## src/rtl/cpwv_pkg.sv

```systemverilog
`default_nettype none

package cpwv_pkg;

  // Transaction status codes, in the encoding carried on the result stream.
  typedef enum logic [1:0] {
    ST_OK        = 2'd0,
    ST_BAD_VALUE = 2'd1,
    ST_NOT_ARMED = 2'd2
  } status_t;

  // Page register indexes with a rule of their own.
  localparam logic [7:0] REG_ARM      = 8'd0;
  localparam logic [7:0] REG_THROTTLE = 8'd1;
  localparam logic [7:0] REG_POLES    = 8'd2;
  localparam logic [7:0] CLEAR_INDEX  = 8'd3;

  // Configuration register indexes (byte address 4 * index).
  localparam logic [1:0] CFG_THROTTLE_LIMIT = 2'd0;
  localparam logic [1:0] CFG_POLES_LOWEST   = 2'd1;
  localparam logic [1:0] CFG_POLES_HIGHEST  = 2'd2;
  localparam logic [1:0] CFG_CLEAR_KEY      = 2'd3;

  // Configuration reset values.
  localparam logic [15:0] THROTTLE_LIMIT_RST = 16'd1000;
  localparam logic [15:0] POLES_LOWEST_RST   = 16'd2;
  localparam logic [15:0] POLES_HIGHEST_RST  = 16'd36;
  localparam logic [15:0] CLEAR_KEY_RST      = 16'd42405;

  // One result item; the first member listed lands in the highest bits.
  typedef struct packed {
    logic [15:0] poles_now;
    logic [15:0] throttle_now;
    logic [15:0] arm_now;
    logic        cleared;
    status_t     status;
  } result_t;

endpackage

`default_nettype wire

```

## src/rtl/control_page_write_validator.sv

```systemverilog
// A transaction's result is registered into the output buffer as its last word is accepted.
// Throughput: one word per cycle while s_tready is high; checks are one pass of small compares.
// A two-entry output buffer lets words keep flowing while a result waits on m_tready.
// Reset (rst, synchronous, active high) clears the page, any open transaction, the output
// buffer, and restores the configuration registers to their reset values.
`default_nettype none

module control_page_write_validator import cpwv_pkg::*; #(
  parameter int MAX_WORDS = 4
) (
  input  wire logic        clk,
  input  wire logic        rst,

  // Word stream. s_tdata: start_offset [7:0], word_value [23:8].
  input  wire logic        s_tvalid,
  output      logic        s_tready,
  input  wire logic [23:0] s_tdata,
  input  wire logic        s_tlast,   // last_word
  input  wire logic        s_tuser,   // arm_allowed

  // Result stream. m_tdata: status [1:0], cleared [2], arm_now [18:3],
  // throttle_now [34:19], poles_now [50:35], zero fill [55:51].
  output      logic        m_tvalid,
  input  wire logic        m_tready,
  output      logic [55:0] m_tdata,

  // Configuration port.
  input  wire logic        psel,
  input  wire logic        penable,
  input  wire logic        pwrite,
  input  wire logic [3:0]  paddr,
  input  wire logic [31:0] pwdata,
  output      logic [31:0] prdata,
  output      logic        pready
);

  // The position counter must be able to hold MAX_WORDS itself, where it saturates.
  localparam int PW = $clog2(MAX_WORDS + 1);
  localparam logic [PW-1:0] POS_FULL = PW'(MAX_WORDS);

  // ---------------------------------------------------------------------------
  // Configuration registers.
  // ---------------------------------------------------------------------------
  logic [15:0] throttle_limit;
  logic [15:0] poles_lowest;
  logic [15:0] poles_highest;
  logic [15:0] clear_key;
  logic        cfg_write;

  assign pready    = 1'b1;
  assign cfg_write = psel && penable && pwrite;

  always_ff @(posedge clk) begin
    if (rst) begin
      throttle_limit <= THROTTLE_LIMIT_RST;
      poles_lowest   <= POLES_LOWEST_RST;
      poles_highest  <= POLES_HIGHEST_RST;
      clear_key      <= CLEAR_KEY_RST;
    end else if (cfg_write) begin
      case (paddr[3:2])
        CFG_THROTTLE_LIMIT: throttle_limit <= pwdata[15:0];
        CFG_POLES_LOWEST:   poles_lowest   <= pwdata[15:0];
        CFG_POLES_HIGHEST:  poles_highest  <= pwdata[15:0];
        CFG_CLEAR_KEY:      clear_key      <= pwdata[15:0];
        default: ;
      endcase
    end
  end

  always_comb begin
    case (paddr[3:2])
      CFG_THROTTLE_LIMIT: prdata = {16'd0, throttle_limit};
      CFG_POLES_LOWEST:   prdata = {16'd0, poles_lowest};
      CFG_POLES_HIGHEST:  prdata = {16'd0, poles_highest};
      CFG_CLEAR_KEY:      prdata = {16'd0, clear_key};
      default:            prdata = 32'd0;
    endcase
  end

  // ---------------------------------------------------------------------------
  // Transaction state.
  // Only page registers 0 to 2 are ever visible on the result stream, and the
  // clear register never lands in that range, so the page is held as those
  // three registers. Since a transaction covers at most MAX_WORDS consecutive
  // indexes, each visible register is targeted at most once per transaction;
  // staging is therefore kept per target (a pending value and a pending flag)
  // rather than per word position, and commit is a plain copy.
  // ---------------------------------------------------------------------------
  logic [PW-1:0] word_position;
  logic [7:0]    latched_offset;
  status_t       first_error;

  logic [15:0]   arm_reg, throttle_reg, poles_reg;
  logic [15:0]   arm_stage, throttle_stage, poles_stage;
  logic          arm_pend, throttle_pend, poles_pend, clear_pend;

  logic          s_accept;
  logic [7:0]    in_offset;
  logic [15:0]   in_value;

  assign in_offset = s_tdata[7:0];
  assign in_value  = s_tdata[23:8];
  assign s_accept  = s_tvalid && s_tready;

  // Per-word checks, all against the current word and open transaction.
  logic [7:0]    offset_eff;
  logic [7:0]    target;
  logic          in_range;
  logic          hit_arm, hit_throttle, hit_poles, hit_clear;
  logic          pole_count_good;
  status_t       word_err;
  status_t       first_error_next;
  logic [PW-1:0] word_position_next;

  always_comb begin
    offset_eff = (word_position == '0) ? in_offset : latched_offset;
    target     = offset_eff + 8'(word_position);
    in_range   = (word_position != POS_FULL);

    hit_arm      = in_range && (target == REG_ARM);
    hit_throttle = in_range && (target == REG_THROTTLE);
    hit_poles    = in_range && (target == REG_POLES);
    hit_clear    = in_range && (target == CLEAR_INDEX);

    // A pole count of zero is always taken; otherwise it must be even and in range.
    pole_count_good = (in_value == 16'd0) ||
                      ((in_value >= poles_lowest) && (in_value <= poles_highest) &&
                       !in_value[0]);

    word_err = ST_OK;
    if (hit_throttle && (in_value > throttle_limit)) begin
      word_err = ST_BAD_VALUE;
    end else if (hit_clear && (in_value != clear_key)) begin
      word_err = ST_BAD_VALUE;
    end else if (hit_arm && (in_value != 16'd0) && !s_tuser) begin
      word_err = ST_NOT_ARMED;
    end else if (hit_poles && !pole_count_good) begin
      word_err = ST_BAD_VALUE;
    end

    // Words past the staging depth are not checked and fail as bad value.
    if (first_error != ST_OK) begin
      first_error_next = first_error;
    end else if (!in_range) begin
      first_error_next = ST_BAD_VALUE;
    end else begin
      first_error_next = word_err;
    end

    word_position_next = in_range ? word_position + PW'(1) : word_position;
  end

  // Result of a transaction that ends with the current word.
  logic    commit;
  result_t res_next;

  always_comb begin
    commit                = (first_error_next == ST_OK);
    res_next.status       = first_error_next;
    res_next.cleared      = commit && (clear_pend || hit_clear);
    res_next.arm_now      = arm_reg;
    res_next.throttle_now = throttle_reg;
    res_next.poles_now    = poles_reg;
    if (commit) begin
      if (hit_arm) begin
        res_next.arm_now = in_value;
      end else if (arm_pend) begin
        res_next.arm_now = arm_stage;
      end
      if (hit_throttle) begin
        res_next.throttle_now = in_value;
      end else if (throttle_pend) begin
        res_next.throttle_now = throttle_stage;
      end
      if (hit_poles) begin
        res_next.poles_now = in_value;
      end else if (poles_pend) begin
        res_next.poles_now = poles_stage;
      end
    end
  end

  // Control state: position, first error, pending flags and the page itself.
  always_ff @(posedge clk) begin
    if (rst) begin
      word_position  <= '0;
      latched_offset <= 8'd0;
      first_error    <= ST_OK;
      arm_pend       <= 1'b0;
      throttle_pend  <= 1'b0;
      poles_pend     <= 1'b0;
      clear_pend     <= 1'b0;
      arm_reg        <= 16'd0;
      throttle_reg   <= 16'd0;
      poles_reg      <= 16'd0;
    end else if (s_accept) begin
      if (s_tlast) begin
        // The transaction closes here; the page takes the committed contents.
        word_position  <= '0;
        first_error    <= ST_OK;
        arm_pend       <= 1'b0;
        throttle_pend  <= 1'b0;
        poles_pend     <= 1'b0;
        clear_pend     <= 1'b0;
        arm_reg        <= res_next.arm_now;
        throttle_reg   <= res_next.throttle_now;
        poles_reg      <= res_next.poles_now;
      end else begin
        word_position  <= word_position_next;
        latched_offset <= offset_eff;
        first_error    <= first_error_next;
        arm_pend       <= arm_pend || hit_arm;
        throttle_pend  <= throttle_pend || hit_throttle;
        poles_pend     <= poles_pend || hit_poles;
        clear_pend     <= clear_pend || hit_clear;
      end
    end
  end

  // Staged values; meaningful only while their pending flag is set.
  always_ff @(posedge clk) begin
    if (s_accept && !s_tlast) begin
      if (hit_arm) begin
        arm_stage <= in_value;
      end
      if (hit_throttle) begin
        throttle_stage <= in_value;
      end
      if (hit_poles) begin
        poles_stage <= in_value;
      end
    end
  end

  // ---------------------------------------------------------------------------
  // Output register plus skid entry. s_tready depends only on the skid entry,
  // so no combinational path runs from m_tready back to s_tready.
  // ---------------------------------------------------------------------------
  logic    out_valid, skid_valid;
  result_t out_data, skid_data;
  logic    push, out_free;

  assign s_tready = !skid_valid;
  assign push     = s_accept && s_tlast;
  assign out_free = m_tready || !out_valid;

  always_ff @(posedge clk) begin
    if (rst) begin
      out_valid  <= 1'b0;
      skid_valid <= 1'b0;
    end else if (out_free) begin
      if (skid_valid) begin
        out_valid  <= 1'b1;
        skid_valid <= 1'b0;
      end else begin
        out_valid  <= push;
      end
    end else if (push) begin
      skid_valid <= 1'b1;
    end
  end

  always_ff @(posedge clk) begin
    if (out_free) begin
      if (skid_valid) begin
        out_data <= skid_data;
      end else if (push) begin
        out_data <= res_next;
      end
    end else if (push) begin
      skid_data <= res_next;
    end
  end

  assign m_tvalid = out_valid;
  assign m_tdata  = {5'd0, out_data};

endmodule

`default_nettype wire

```

## config.mk

```make
export PLATFORM = sky130hd
export DESIGN_NAME = control_page_write_validator
export DESIGN_NICKNAME = d
export VERILOG_FILES = /design/src/rtl/cpwv_pkg.sv /design/src/rtl/control_page_write_validator.sv
export SDC_FILE = /design/constraint.sdc
export NUM_CORES = 1
export LEC_CHECK = 0
export BUFFER_PORTS_ARGS = -buffer_cell sky130_fd_sc_hd__buf_4
export CORE_MARGIN = 5
export CORE_UTILIZATION = 61
export CTS_BUF_LIST = sky130_fd_sc_hd__clkbuf_8
export CTS_CLUSTER_SIZE = 28
export DETAILED_ROUTE_END_ITERATION = 10
export GPL_TIMING_DRIVEN = 0
export PLACE_DENSITY = 0.86
export SYNTH_ARGS = -nofsm -noshare
export SYNTH_HDL_FRONTEND = slang
export SYNTH_SLANG_ARGS = --single-unit
```

## constraint.sdc

```tcl
create_clock -name clk -period 5.68 [get_ports clk]
set_input_delay 0.568 -clock clk [delete_from_list [all_inputs] [get_ports clk]]
set_output_delay 0.568 -clock clk [all_outputs]
set_load 0.02 [all_outputs]
```

* Yosys cells after proc, flatten, opt, wreduce, memory -nomap -nowiden
Index checks and enable logic that the tools add are counted.
W data, S select, Z words.
** Word-level totals
- Output and inout port bits :: 91
- Input port bits :: 69
- Register bits :: 281
- Logic and storage cells :: 120
** Operators by class
- Eq/ne operators :: 8
- Reduce and logical (&&, ||, !) cells :: 51
- Multiplexer cells :: 25
- Add/sub/neg operators :: 2
- Bitwise logic cells :: 2
- Magnitude comparators :: 3
** Operators by type and width (number)
- $pmux W32 S4 :: 1
- $mux W51 :: 2
- $mux W16 :: 6
- $mux W48 :: 1
- $reduce_and A2 Y1 :: 12
- $logic_and A1 B1 Y1 :: 17
- $eq A8 B2 Y1 const B :: 2
- $ge A16 B16 Y1 :: 1
- $gt A16 B16 Y1 :: 1
- $le A16 B16 Y1 :: 1
- $logic_not A16 Y1 :: 1
- $ne A16 B16 Y1 :: 1
- $reduce_bool A16 Y1 :: 1
- $mux W2 :: 6
- $add A8 B3 Y8 :: 1
- $eq A8 B1 Y1 const B :: 1
- $logic_not A8 Y1 :: 1
- $mux W8 :: 1
- $logic_not A1 Y1 :: 6
- $logic_or A1 B1 Y1 :: 6
- $mux W1 :: 6
- $mux W3 :: 2
- $reduce_bool A2 Y1 :: 3
- $eq A2 B2 Y1 const B :: 2
- other kinds (7) :: 9

* Longest topological paths before layout
Gate-level depths: netlist of run 1.
- Depth in word-level cells :: 16
- Gate-level depth with buffers :: 20
- Gate-level depth less buffers :: 15

* Worst setup path after synthesis of run 1
OpenSTA, ideal clock, no wires.
- Kind :: register to register
- Start point :: reg word_position[1]
- End point :: reg throttle_stage[0], enable pin
- Setup time :: 0.409 ns
- Arrival :: 4.298 ns
- Path buffers :: 5
- Cell stages (with the launch flop) :: 18
- Path slack :: 0.973 ns
- Required time :: 5.271 ns
- Clock period less this slack :: 4.707 ns
- Cell sequence :: dfxtp_1 > inv_1 > ha_1 > nor2b_2 > buf_6 > buf_6 > mux2_2 > ha_1 > inv_1 > fa_1 > inv_1 > a21oi_1 > o41ai_2 > buf_4 > nand4_1 > buf_2 > buf_1 > nor3_1
** On the way
- Cells in the longest elaborated chain, start to end :: 6
- Elaborated cells on any way between the ends :: 7
- Classes of those cells :: add/sub (1); eq/ne (2); mux (1); reduce/logical (3)
** RTL lines
- from (decl) :: RTL line control_page_write_validator.sv:89 : logic [PW-1:0] word_position;
- from (signal assigned) :: RTL line control_page_write_validator.sv:209 : word_position <= word_position_next;
- $logic_not A3 Y1 :: RTL line control_page_write_validator.sv:116 : offset_eff = (word_position == '0) ? in_offset : latched_offset;
- $mux W8 :: RTL line control_page_write_validator.sv:116
- net offset_eff[0] :: RTL line control_page_write_validator.sv:106 : logic [7:0] offset_eff;
- $add A8 B3 Y8 :: RTL line control_page_write_validator.sv:117 : target = offset_eff + 8'(word_position);
- $eq A8 B1 Y1 :: RTL line control_page_write_validator.sv:121 : hit_throttle = in_range && (target == REG_THROTTLE);
- $logic_and A1 B1 Y1 :: RTL line control_page_write_validator.sv:121
- $reduce_and A2 Y1 (no source line)
- to (signal assigned) :: RTL line control_page_write_validator.sv:227 : throttle_stage <= in_value;
- to (decl) :: RTL line control_page_write_validator.sv:94 : logic [15:0] arm_stage, throttle_stage, poles_stage;
The timed path passes the listed nets, and every way through them passes these cells.
A chain may end at the register's enable or synchronous reset.

* Final worst setup path of run 1
- Start point :: reg word_position[1]
- End point :: reg out_data (netlist bit m_tdata[3]) (data pin)
** On the way
- Cells in the longest elaborated chain, start to end :: 16
- Elaborated cells on any way between the ends :: 28
- Classes of those cells :: add/sub (1); eq/ne (4); mux (11); reduce/logical (12)
** RTL lines
- $logic_not A3 Y1 (*) :: RTL line control_page_write_validator.sv:116
- $mux W8 (*) :: RTL line control_page_write_validator.sv:116
- net offset_eff[0] :: RTL line control_page_write_validator.sv:106
- $add A8 B3 Y8 (*) :: RTL line control_page_write_validator.sv:117
- $eq A8 B2 Y1 or $logic_not A8 Y1 (tied branches) :: RTL line control_page_write_validator.sv:122, control_page_write_validator.sv:120
- $logic_and A1 B1 Y1 (on tied branches) :: RTL line control_page_write_validator.sv:122, control_page_write_validator.sv:120
- $logic_and A1 B1 Y1 (on tied branches) :: RTL line control_page_write_validator.sv:137, control_page_write_validator.sv:135
- $mux W1 or $logic_and A1 B1 Y1 (tied branches) :: RTL line control_page_write_validator.sv:137, control_page_write_validator.sv:135
- $mux W2 :: RTL line control_page_write_validator.sv:135 : end else if (hit_arm && (in_value != 16'd0) && !s_tuser) begin
- $mux W2 :: RTL line control_page_write_validator.sv:133 : end else if (hit_clear && (in_value != clear_key)) begin
- $mux W2 :: RTL line control_page_write_validator.sv:131 : if (hit_throttle && (in_value > throttle_limit)) begin
- $mux W2 :: RTL line control_page_write_validator.sv:144 : end else if (!in_range) begin
- $mux W2 :: RTL line control_page_write_validator.sv:142 : if (first_error != ST_OK) begin
- $logic_not A2 Y1 :: RTL line control_page_write_validator.sv:158 : commit = (first_error_next == ST_OK);
- $mux W48 (*) :: RTL line control_page_write_validator.sv:164 : if (commit) begin
- $mux W51 (*) :: RTL line control_page_write_validator.sv:267 : end else if (push) begin
- $mux W51 (*) :: RTL line control_page_write_validator.sv:265 : if (skid_valid) begin
- to (signal assigned) :: RTL line control_page_write_validator.sv:266 : out_data <= skid_data;
- to (signal assigned) :: RTL line control_page_write_validator.sv:268 : out_data <= res_next;
- to (decl) :: RTL line control_page_write_validator.sv:240 : result_t out_data, skid_data;
Mark *: on every way through the listed nets, which the timed path passes. The rest lies on a longest branch. The select of a mux whose other input is x is not followed.

==> results of run 1 <==
## worst max-delay path, cell delays in order, from the launching register on
cell and delay (ns):
dfxtp_1 0.39, inv_1 0.11, ha_1 0.23, nor2b_2 0.17
buf_6 0.14, buf_6 0.14, mux2_2 0.24, ha_1 0.17
inv_1 0.06, fa_1 0.40, inv_1 0.07, a21oi_1 0.11
o41ai_2 0.46, buf_4 0.25, nand2_1 0.27, a221oi_4 0.59
buf_4 0.32, a21oi_1 0.14, o31ai_1 0.39
## per-layer routing
layer | part of all wire [%] | wire length [um] | global-route usage (%) | vias to the layer above
li1 | - | - | - | 5227
met1 | 38 | 14800 | 37.8 | 5493
met2 | 47 | 18200 | 46.8 | 755
met3 | 11 | 4380 | 6.30 | 115
met4 | 3.9 | 1500 | 11.6 | 0
met5 | 0 | 0 | 0 | -
## logic make-up after synthesis
logic type	after synthesis	share of synthesized area, %
AND/OR/NAND/NOR	353	11.6
buffers and inverters	219	7.29
multiplexers	39	4.35
flip-flops	281	51.1
XOR/XNOR	18	1.18
other	2	0.0539
AO/OA/AOI/OAI	349	19.5
adder cells (fa/ha/maj)	54	4.90
## layout by cell type (no fill, tap or decap), drive strengths merged, types with 9 or more instances in the layout
master	n
buf	183
mux4	16
conb	22
a311oi	30
dfxtp	131
clkbuf	103
nand4	11
a221oi	52
nand2	167
a21oi	100
clkinv	12
nor3	18
o22ai	33
nand3	23
and3	24
ha	53
inv	126
o211ai	12
nor2	69
nand2b	17
mux2i	20
edfxtp	150
a211oi	37
nor4	9
xor2	17
o21ai	10
o31ai	20
a22oi	30
## stage by stage
stage               area [um2]  hold slack, ns  setup slack (ns)  utilization (%)
global placement         15300           0.448             0.214             67.6
floorplan                14000           0.440             0.973                -
finish                   16300           0.241             0.780             72.0
CTS                      16200           0.232             0.933             72.0
global route             16200           0.248             0.702             72.0
detailed placement       15300           0.456             0.967             68.0
## power by group through the flow
stage | logic (W) | clock network (W) | registers (W)
3_3_place_gp | 0.000474 | 0 | 0.00224
4_1_cts | 0.000495 | 0.00172 | 0.00220
3_5_place_dp | 0.000492 | 0 | 0.00224
6_report | 0.000504 | 0.00171 | 0.00220
5_1_grt | 0.000535 | 0.00182 | 0.00220
2_1_floorplan | 0.000279 | 0 | 0.00226
## final timing paths
kind,startpoint,cells past startpoint,to,slack (ns)
worst max-delay path,word_position[1],18,m_tdata[3],0.78
worst min-delay path,pwdata[7],3,clear_key[7],0.24
worst max register to register,word_position[1],18,m_tdata[3],0.78
worst min register to register,clear_pend,1,clear_pend,0.47
## layout make-up
type | count | share of cell area (%)
inverter | 109 | 2.52
clock buffer | 54 | 4.57
multi-input combinational | 835 | 36.3
timing repair buffer | 122 | 5.84
tap | 285 | 2.19
sequential | 281 | 43.9
buffer | 110 | 3.73
antenna | 1 | 0.0154
clock inverter | 31 | 0.962
==> summary.txt, run 1 <==
Status
  – Outcome: completed

Floorplan
  – Num rows: 55
  – Die width: 161 um
  – Chip Height: 161 um
  – Core region area: 22600 um2
  – Die footprint: 26000 um2
  – Io pins: 160
  – Starting density of the core: 61.8%

Clock tree
  – # H-tree levels: 2
  – Clock tree from TritonCTS: yes
  – CTS root buffer: clkbuf_8
  – Post-CTS Repair Setup Buffers: 0
  – Clk_lat worst skew: 0.57 ns
  – Total CTS buffers: 47
  – Clock Tree Buf Depth: 3
  – Post-CTS Resized: 0
  – Clk sinks: 281
  – CTS clock-pin slew for the worst setup and hold paths: 0.06 ns
  – Cts hold-fix bufs: 0

Timing
  – Max Slew Vio Count: 0
  – Fin. Hold Viols: 0
  – FMAX: 204 MHz
  – Final min period: 4.90 ns
  – Fin crit share: 86.3%
  – Slew @ Worst Pin: 0.902 ns
  – Unrepaired setup endpoints after global routing: false
  – Setup violators final: 0
  – Max-slew headroom: 39.9%
  – Setup TNS: 0 ns
  – Clock Skews: 0.0325 ns

Synth
  – Area share of the largest cell type after synthesis: 32.3%
  – Synthesized flop and latch total: 281
  – Area leader, netlist: edfxtp_1
  – Netlist cell types: 70
  – EDFF count, synth: 150
  – Avg Cell Area, Syn: 10.6 um2
  – Post-synth top cells: nand2_1 (167), edfxtp_1 (150), dfxtp_1 (131)
  – Mapped Area: 13900 um2
  – YS warnings: 0
  – Asr flop ratio synth: 0%
  – Largest cells by area after synthesis: edfxtp_1 (32%), dfxtp_1 (19%), ha_1 (4.8%)
  – Top_reg_cell synth: edfxtp_1
  – Count leader, synth: nand2_1
  – Seq/Total Area, Yosys: 51.1%
  – Cells after Synth: 1315

Place
  – Cells after DPL: 1742
  – DP Wirelength: 27600 um
  – GPL Wtd Cong: 0.916
  – Port-buffer cells: 118

Pwr
  – Maximum vdd drop: 180 uV
  – Clk network pwr share: 38.8%
  – Gate power share: 11.4%
  – Pwr/cell area: 272 nW/um2
  – Static Leakage: 6.07 nW
  – P_sw: 0.00114 W
  – Switching Share: 25.9%
  – Total Power: 0.00442 W
  – Part of the power in registers: 49.8%
  – Int Power: 0.00327 W

Finish
  – Fillers: 1611
  – FF+latch area: 7130 um2
  – Non-Filler Instances: 1828
  – Footprint of the multi-input gates: 5900 um2
  – Layout cells sized above 1: 19.9%
  – Nets: 1629
  – Synth-to-Final Area Change: 16.6%

Setup path
  – Critical path launch point type: register
  – CP max FO: 10
  – Arrival @ worst endpoint: 5.23 ns
  – CP endpoint kind: register
  – Critical Path RT: 6.01 ns
  – CP Class: reg2reg

GRT
  – Tot GR Track Use: 28.8%
  – First-pass GRT wire length: 59700 um
  – Initial antenna violation count: 0
  – Largest net degree at the start of global routing: 35
  – Vias in the first global route: 11100
  – Remaining Overflow, GRT: 0

Job
  – Maximum capacitance violations: 0

Drt
  – Post-route ant nets: 0
  – # DRC: 0
  – DRT Pass-1 Iters: 6
  – Drt initial violations: 1356
  – DR vias: 11600
  – Wire per inst: 21.3 um
  – Vias/cell: 6.34
  – DRT Wirelength: 38900 um

Min path
  – Hold Path Class: in2reg
(Power assumes the default switching activity.)
==> run 2, diff against run 1 <==
RECOVER_POWER = 25   (was default)
==> summary.txt, run 2 (synthesized netlist as in run 1, its figures left out) <==
Floorplan
  – Chip Height: 161 um (unchanged)
  – Starting density of the core: 61.8% (unchanged)
  – Die width: 161 um (unchanged)
  – Io pins: 160 (unchanged)
  – Core region area: 22600 um2 (unchanged)
  – Die footprint: 26000 um2 (unchanged)
  – Num rows: 55 (unchanged)

Place
  – DP Wirelength: 27600 um (unchanged)
  – GPL Wtd Cong: 0.916 (unchanged)
  – Port-buffer cells: 118 (unchanged)

Setup path
  – Arrival @ worst endpoint: 5.24 ns (about the same)
  – CP endpoint kind: register
  – Critical path launch point type: register
  – Critical Path RT: 6.01 ns (about the same)
  – CP max FO: 10 (unchanged)
  – CP Class: reg2reg

Clock tree
  – Cts hold-fix bufs: 0 (unchanged)
  – Post-CTS Repair Setup Buffers: 0 (unchanged)
  – CTS root buffer: clkbuf_8
  – Total CTS buffers: 47 (unchanged)
  – Clock tree from TritonCTS: yes
  – Clk sinks: 281 (unchanged)
  – Clk_lat worst skew: 0.57 ns (about the same)
  – Clock Tree Buf Depth: 3 (unchanged)
  – # H-tree levels: 2 (unchanged)
  – Post-CTS Resized: 0 (unchanged)
  – CTS clock-pin slew for the worst setup and hold paths: 0.06 ns (about the same)

Drt
  – DR vias: 11600 (-0.069%)
  – Vias/cell: 6.34 (about the same)
  – DRT Pass-1 Iters: 6 (unchanged)
  – # DRC: 0 (unchanged)
  – DRT Wirelength: 39000 um (+0.46%)
  – Wire per inst: 21.4 um (+0.46%)
  – Drt initial violations: 1285 (-5.2%)
  – Post-route ant nets: 0 (unchanged)

Pwr
  – Pwr/cell area: 275 nW/um2 (+1.3%)
  – Static Leakage: 5.81 nW (-4.3%)
  – Maximum vdd drop: 177 uV (-1.2%)

Timing
  – Final min period: 4.92 ns (+0.0154 ns)
  – Max-slew headroom: 30.7% (-9.2 points)
  – Clock Skews: 0.0320 ns (-0.000538 ns)
  – Setup violators final: 0 (unchanged)
  – FMAX: 203 MHz (-0.31%)
  – Unrepaired setup endpoints after global routing: false
  – Setup TNS: 0 ns (unchanged)
  – Fin. Hold Viols: 0 (unchanged)
  – Hold_ws: 0.242 ns (+0.000938 ns)
  – Fin crit share: 86.5% (+0.27 points)
  – Slew @ Worst Pin: 1.04 ns (+0.138 ns)
  – Max Slew Vio Count: 0 (unchanged)

GRT
  – Vias in the first global route: 11100 (unchanged)
  – Tot GR Track Use: 28.8% (unchanged)
  – Remaining Overflow, GRT: 0 (unchanged)
  – First-pass GRT wire length: 59700 um (unchanged)
  – Largest net degree at the start of global routing: 35 (unchanged)
  – Initial antenna violation count: 0 (unchanged)

Finish
  – Synth-to-Final Area Change: 14.7%
  – Layout cells sized above 1: 15.4% (-4.5 points)
  – Nets: 1629 (unchanged)
  – Commonest cells after routing, fill and taps aside: nand2_1 (167), edfxtp_1 (150), dfxtp_1 (131), inv_1 (124), clkbuf_1 (122)
  – Fillers: 1673 (+3.8%)
  – Commonest non-fill, non-tap cell in the layout: nand2_1

Min path
  – Hold Path Class: in2reg

Status
  – Outcome: completed

Job
  – Maximum capacitance violations: 0 (unchanged)
[run 2: changes by cell type in the layout (fill, tap and decap cells not counted), sizes merged]
| cell | delta |
|---|---|
| buf | -74 |
| clkbuf | +74 |
[run 2: stage by stage]
| step | setup slack, ns | cell area (um2) | power (W) | cells | utilization (%) |
|---|---|---|---|---|---|
| finish | 0.764 | 16000 | 0.00440 | 1828 | 70.8 |
| global route | 0.702 | 16000 | 0.00453 | 1827 | 70.8 |
| global placement | 0.214 | 15300 | 0.00271 | 1738 | 67.6 |
| floorplan | 0.973 | 14000 | 0.00254 | 1335 | - |
| detailed placement | 0.967 | 15300 | 0.00273 | 1742 | 68.0 |
| CTS | 0.933 | 16200 | 0.00442 | 1827 | 72.0 |
[run 2: metal layers]
layer / wire, um / vias to the layer above / track usage [%]
met5: 0 / - / 0
met4: 1510 / 0 / 11.6
met3: 4440 / 113 / 6.30
met2: 18400 / 762 / 46.8
met1: 14700 / 5488 / 37.8
li1: - / 5219 / -
[run 2: layout make-up]
| class | instances | area, um2 | area share [%] |
|---|---|---|---|
| tap | 285 | 357 | 2.23 |
| sequential | 281 | 7130 | 44.6 |
| clock buffer | 54 | 743 | 4.65 |
| buffer | 110 | 607 | 3.80 |
| multi-input combinational | 835 | 5900 | 36.9 |
| inverter | 109 | 409 | 2.56 |
| antenna | 1 | 2.50 | 0.0157 |
| clock inverter | 31 | 156 | 0.978 |
| timing repair buffer | 122 | 686 | 4.29 |
[run 2: worst paths after layout]
| kind | to | depth (start not counted) | slack, ns | start |
|---|---|---|---|---|
| max | m_tdata[3] | 18 | 0.76 | word_position[1] |
| min | clear_key[7] | 3 | 0.24 | pwdata[7] |
| max reg2reg | m_tdata[3] | 18 | 0.76 | word_position[1] |
| min reg2reg | clear_pend | 1 | 0.47 | clear_pend |
[run 2: worst max-delay path: stages, from the launching register on]
cell,delay [ns]
dfxtp_1,0.39
inv_1,0.11
ha_1,0.23
nor2b_2,0.17
buf_6,0.14
buf_6,0.14
mux2_2,0.24
ha_1,0.17
inv_1,0.06
fa_1,0.40
inv_1,0.07
a21oi_1,0.11
o41ai_2,0.46
buf_4,0.25
nand2_1,0.27
a221oi_4,0.60
buf_4,0.32
a21oi_1,0.13
o31ai_1,0.40
[run 2: power breakdown]
part | switching [W] | internal (W) | total (W)
Combinational | 0.000324 | 0.000161 | 0.000484
Sequential | 0.0000176 | 0.00218 | 0.00220
Clock | 0.000807 | 0.000912 | 0.00172
Total | 0.00115 | 0.00325 | 0.00440
==> run 3, diff against run 2 <==
CELL_PAD_IN_SITES_DETAIL_PLACEMENT = 1   (was default)
CELL_PAD_IN_SITES_GLOBAL_PLACEMENT = 2   (was default)
CORE_UTILIZATION = 43   (was 61)
PLACE_DENSITY = 0.91   (was 0.86)
clock period = 6.3 ns   (was 5.68 ns; I/O delays follow)
==> summary.txt, run 3 (synthesized netlist as in run 1, its figures left out) <==
Timing
  – FMAX: 198 MHz (-2.9%)
  – Slew @ Worst Pin: 1.07 ns (+0.0315 ns)
  – Setup TNS: 0 ns (unchanged)
  – Max Slew Vio Count: 0 (unchanged)
  – Final min period: 5.06 ns (+0.144 ns)
  – Fin. Hold Viols: 0 (unchanged)
  – Setup violators final: 0 (unchanged)
  – Max-slew headroom: 28.6% (-2.1 points)
  – Clock Skews: 0.0359 ns (+0.00386 ns)
  – Unrepaired setup endpoints after global routing: false
  – Fin crit share: 80.3% (-6.2 points)

GRT
  – Largest net degree at the start of global routing: 33 (-5.7%)
  – Tot GR Track Use: 23.8% (-5.0 points)
  – Remaining Overflow, GRT: 0 (unchanged)
  – Vias in the first global route: 11800 (+6.5%)
  – Initial antenna violation count: 0 (unchanged)
  – First-pass GRT wire length: 67900 um (+14%)

Clock tree
  – Post-CTS Resized: 0 (unchanged)
  – Clock tree from TritonCTS: yes
  – CTS clock-pin slew for the worst setup and hold paths: 0.06 ns (about the same)
  – CTS root buffer: clkbuf_8
  – Clk_lat worst skew: 0.60 ns (+0.03 ns)
  – # H-tree levels: 2 (unchanged)
  – Clock Tree Buf Depth: 3 (unchanged)
  – Clk sinks: 281 (unchanged)
  – Total CTS buffers: 49 (+4.3%)
  – Post-CTS Repair Setup Buffers: 0 (unchanged)
  – Cts hold-fix bufs: 0 (unchanged)

Drt
  – DR vias: 11200 (-3.4%)
  – Vias/cell: 5.63 (-11%)
  – Drt initial violations: 809 (-37%)
  – DRT Pass-1 Iters: 5 (-1)
  – Post-route ant nets: 0 (unchanged)
  – # DRC: 0 (unchanged)
  – Wire per inst: 21.9 um (+2.4%)
  – DRT Wirelength: 43500 um (+11%)

Pwr
  – Static Leakage: 5.87 nW (+1.0%)
  – Maximum vdd drop: 185 uV (+4.1%)
  – Pwr/cell area: 250 nW/um2 (-9.2%)
  – Total Power: 0.00407 W (-7.6%)

Setup path
  – Register-to-register setup slack: 1.24 ns (+0.48 ns)
  – Arrival @ worst endpoint: 5.39 ns (+0.15 ns)
  – R2R Path End: m_tdata[3]
  – Critical Path RT: 6.63 ns (+0.62 ns)
  – CP endpoint kind: register
  – R2R depth: 18 (unchanged)
  – Critical path launch point type: register
  – CP Class: reg2reg
  – CP max FO: 10 (unchanged)
  – R2r startpoint: word_position[1]

Floorplan
  – Num rows: 66 (+20%)
  – Die width: 190 um (+18%)
  – Starting density of the core: 43.2% (-19 points)
  – Chip Height: 190 um (+18%)
  – Die footprint: 36100 um2 (+39%)
  – Core region area: 32300 um2 (+43%)
  – Io pins: 160 (unchanged)

Finish
  – Number of diodes: 0 (-1)
  – Nets: 1632 (+0.18%)
  – Fillers: 3564 (+110%)
  – Core Util, Final: 50.4% (-20 points)
  – Layout cells sized above 1: 15.6% (+0.22 points)
  – Commonest non-fill, non-tap cell in the layout: nand2_1
  – Commonest cells after routing, fill and taps aside: nand2_1 (167), edfxtp_1 (150), dfxtp_1 (131), inv_1 (128), clkbuf_1 (121)
  – Synth-to-Final Area Change: 16.7%

Place
  – DP Wirelength: 31600 um (+15%)
  – GPL Wtd Cong: 0.843 (-7.9%)
  – Port-buffer cells: 118 (unchanged)

Status
  – Outcome: completed

Min path
  – Hold path depth: 3 (unchanged)
  – WHS Endpoint: clear_key[10]
  – Hold Path Class: in2reg
  – Hold path startpoint: pwdata[10]

Job
  – Maximum capacitance violations: 0 (unchanged)
==> run 3: cell count changes in the layout (fill, tap and decap cells not counted), moves of 2 or more <==
cell / delta
buf_16: +2
clkbuf_8: +4
clkinv_1: -4
inv_1: +4
==> run 3: through the flow <==
step	std cells	hold WS [ns]	instance area [um2]	worst slack, ns
3_5_place_dp	1900	0.454	15600	1.41
4_1_cts	1988	0.273	16500	1.29
3_3_place_gp	1895	0.448	15500	0.655
2_1_floorplan	1335	0.440	14000	1.59
5_1_grt	1988	0.293	16300	0.982
6_report	1988	0.287	16300	1.24
==> run 3: area by class of cell <==
cell class	count	area (um2)	share of cell area, %
sequential	281	7130	43.8
clock inverter	30	155	0.953
clock buffer	58	798	4.91
multi-input combinational	835	5900	36.3
timing repair buffer	123	721	4.43
buffer	110	607	3.73
tap	442	553	3.40
inverter	109	409	2.51
==> run 3: worst max path at each step <==
| stage | startpoint | endpoint | slack [ns] | depth (start not counted) |
|---|---|---|---|---|
| detailed placement | word_position[1] | m_tdata[3] | 1.41 | 18 |
| global route | word_position[1] | m_tdata[3] | 0.98 | 18 |
| finish | word_position[1] | m_tdata[3] | 1.24 | 18 |
| floorplan | word_position[1] | throttle_stage[0] | 1.59 | 17 |
| global placement | word_position[1] | throttle_stage[12] | 0.66 | 17 |
| CTS | word_position[1] | m_tdata[3] | 1.29 | 18 |
==> run 3: report_power, final <==
| part | switching, W | internal, W |
|---|---|---|
| Clock | 0.000765 | 0.000875 |
| Combinational | 0.000298 | 0.000146 |
| Sequential | 0.0000161 | 0.00196 |
| Total | 0.00108 | 0.00299 |
==> run 3: per-layer routing <==
layer,track usage (%),share of wire (%),up-vias
met2,40.6,49,331
met3,3.45,5.2,67
met5,0,0,-
met1,31.8,44,5570
met4,6.57,2.1,0
li1,-,-,5221
==> run 3: worst max-delay path, stage by stage (launching register included) <==
cell      delay [ns]
dfxtp_1         0.41
inv_1           0.11
ha_1            0.22
nor2b_2         0.17
buf_6           0.14
buf_6           0.14
mux2_2          0.27
ha_1            0.17
inv_1           0.05
fa_1            0.41
inv_1           0.07
a21oi_1         0.12
o41ai_2         0.47
buf_4           0.25
nand2_1         0.26
a221oi_4        0.57
buf_4           0.31
a21oi_1         0.14
o31ai_1         0.51
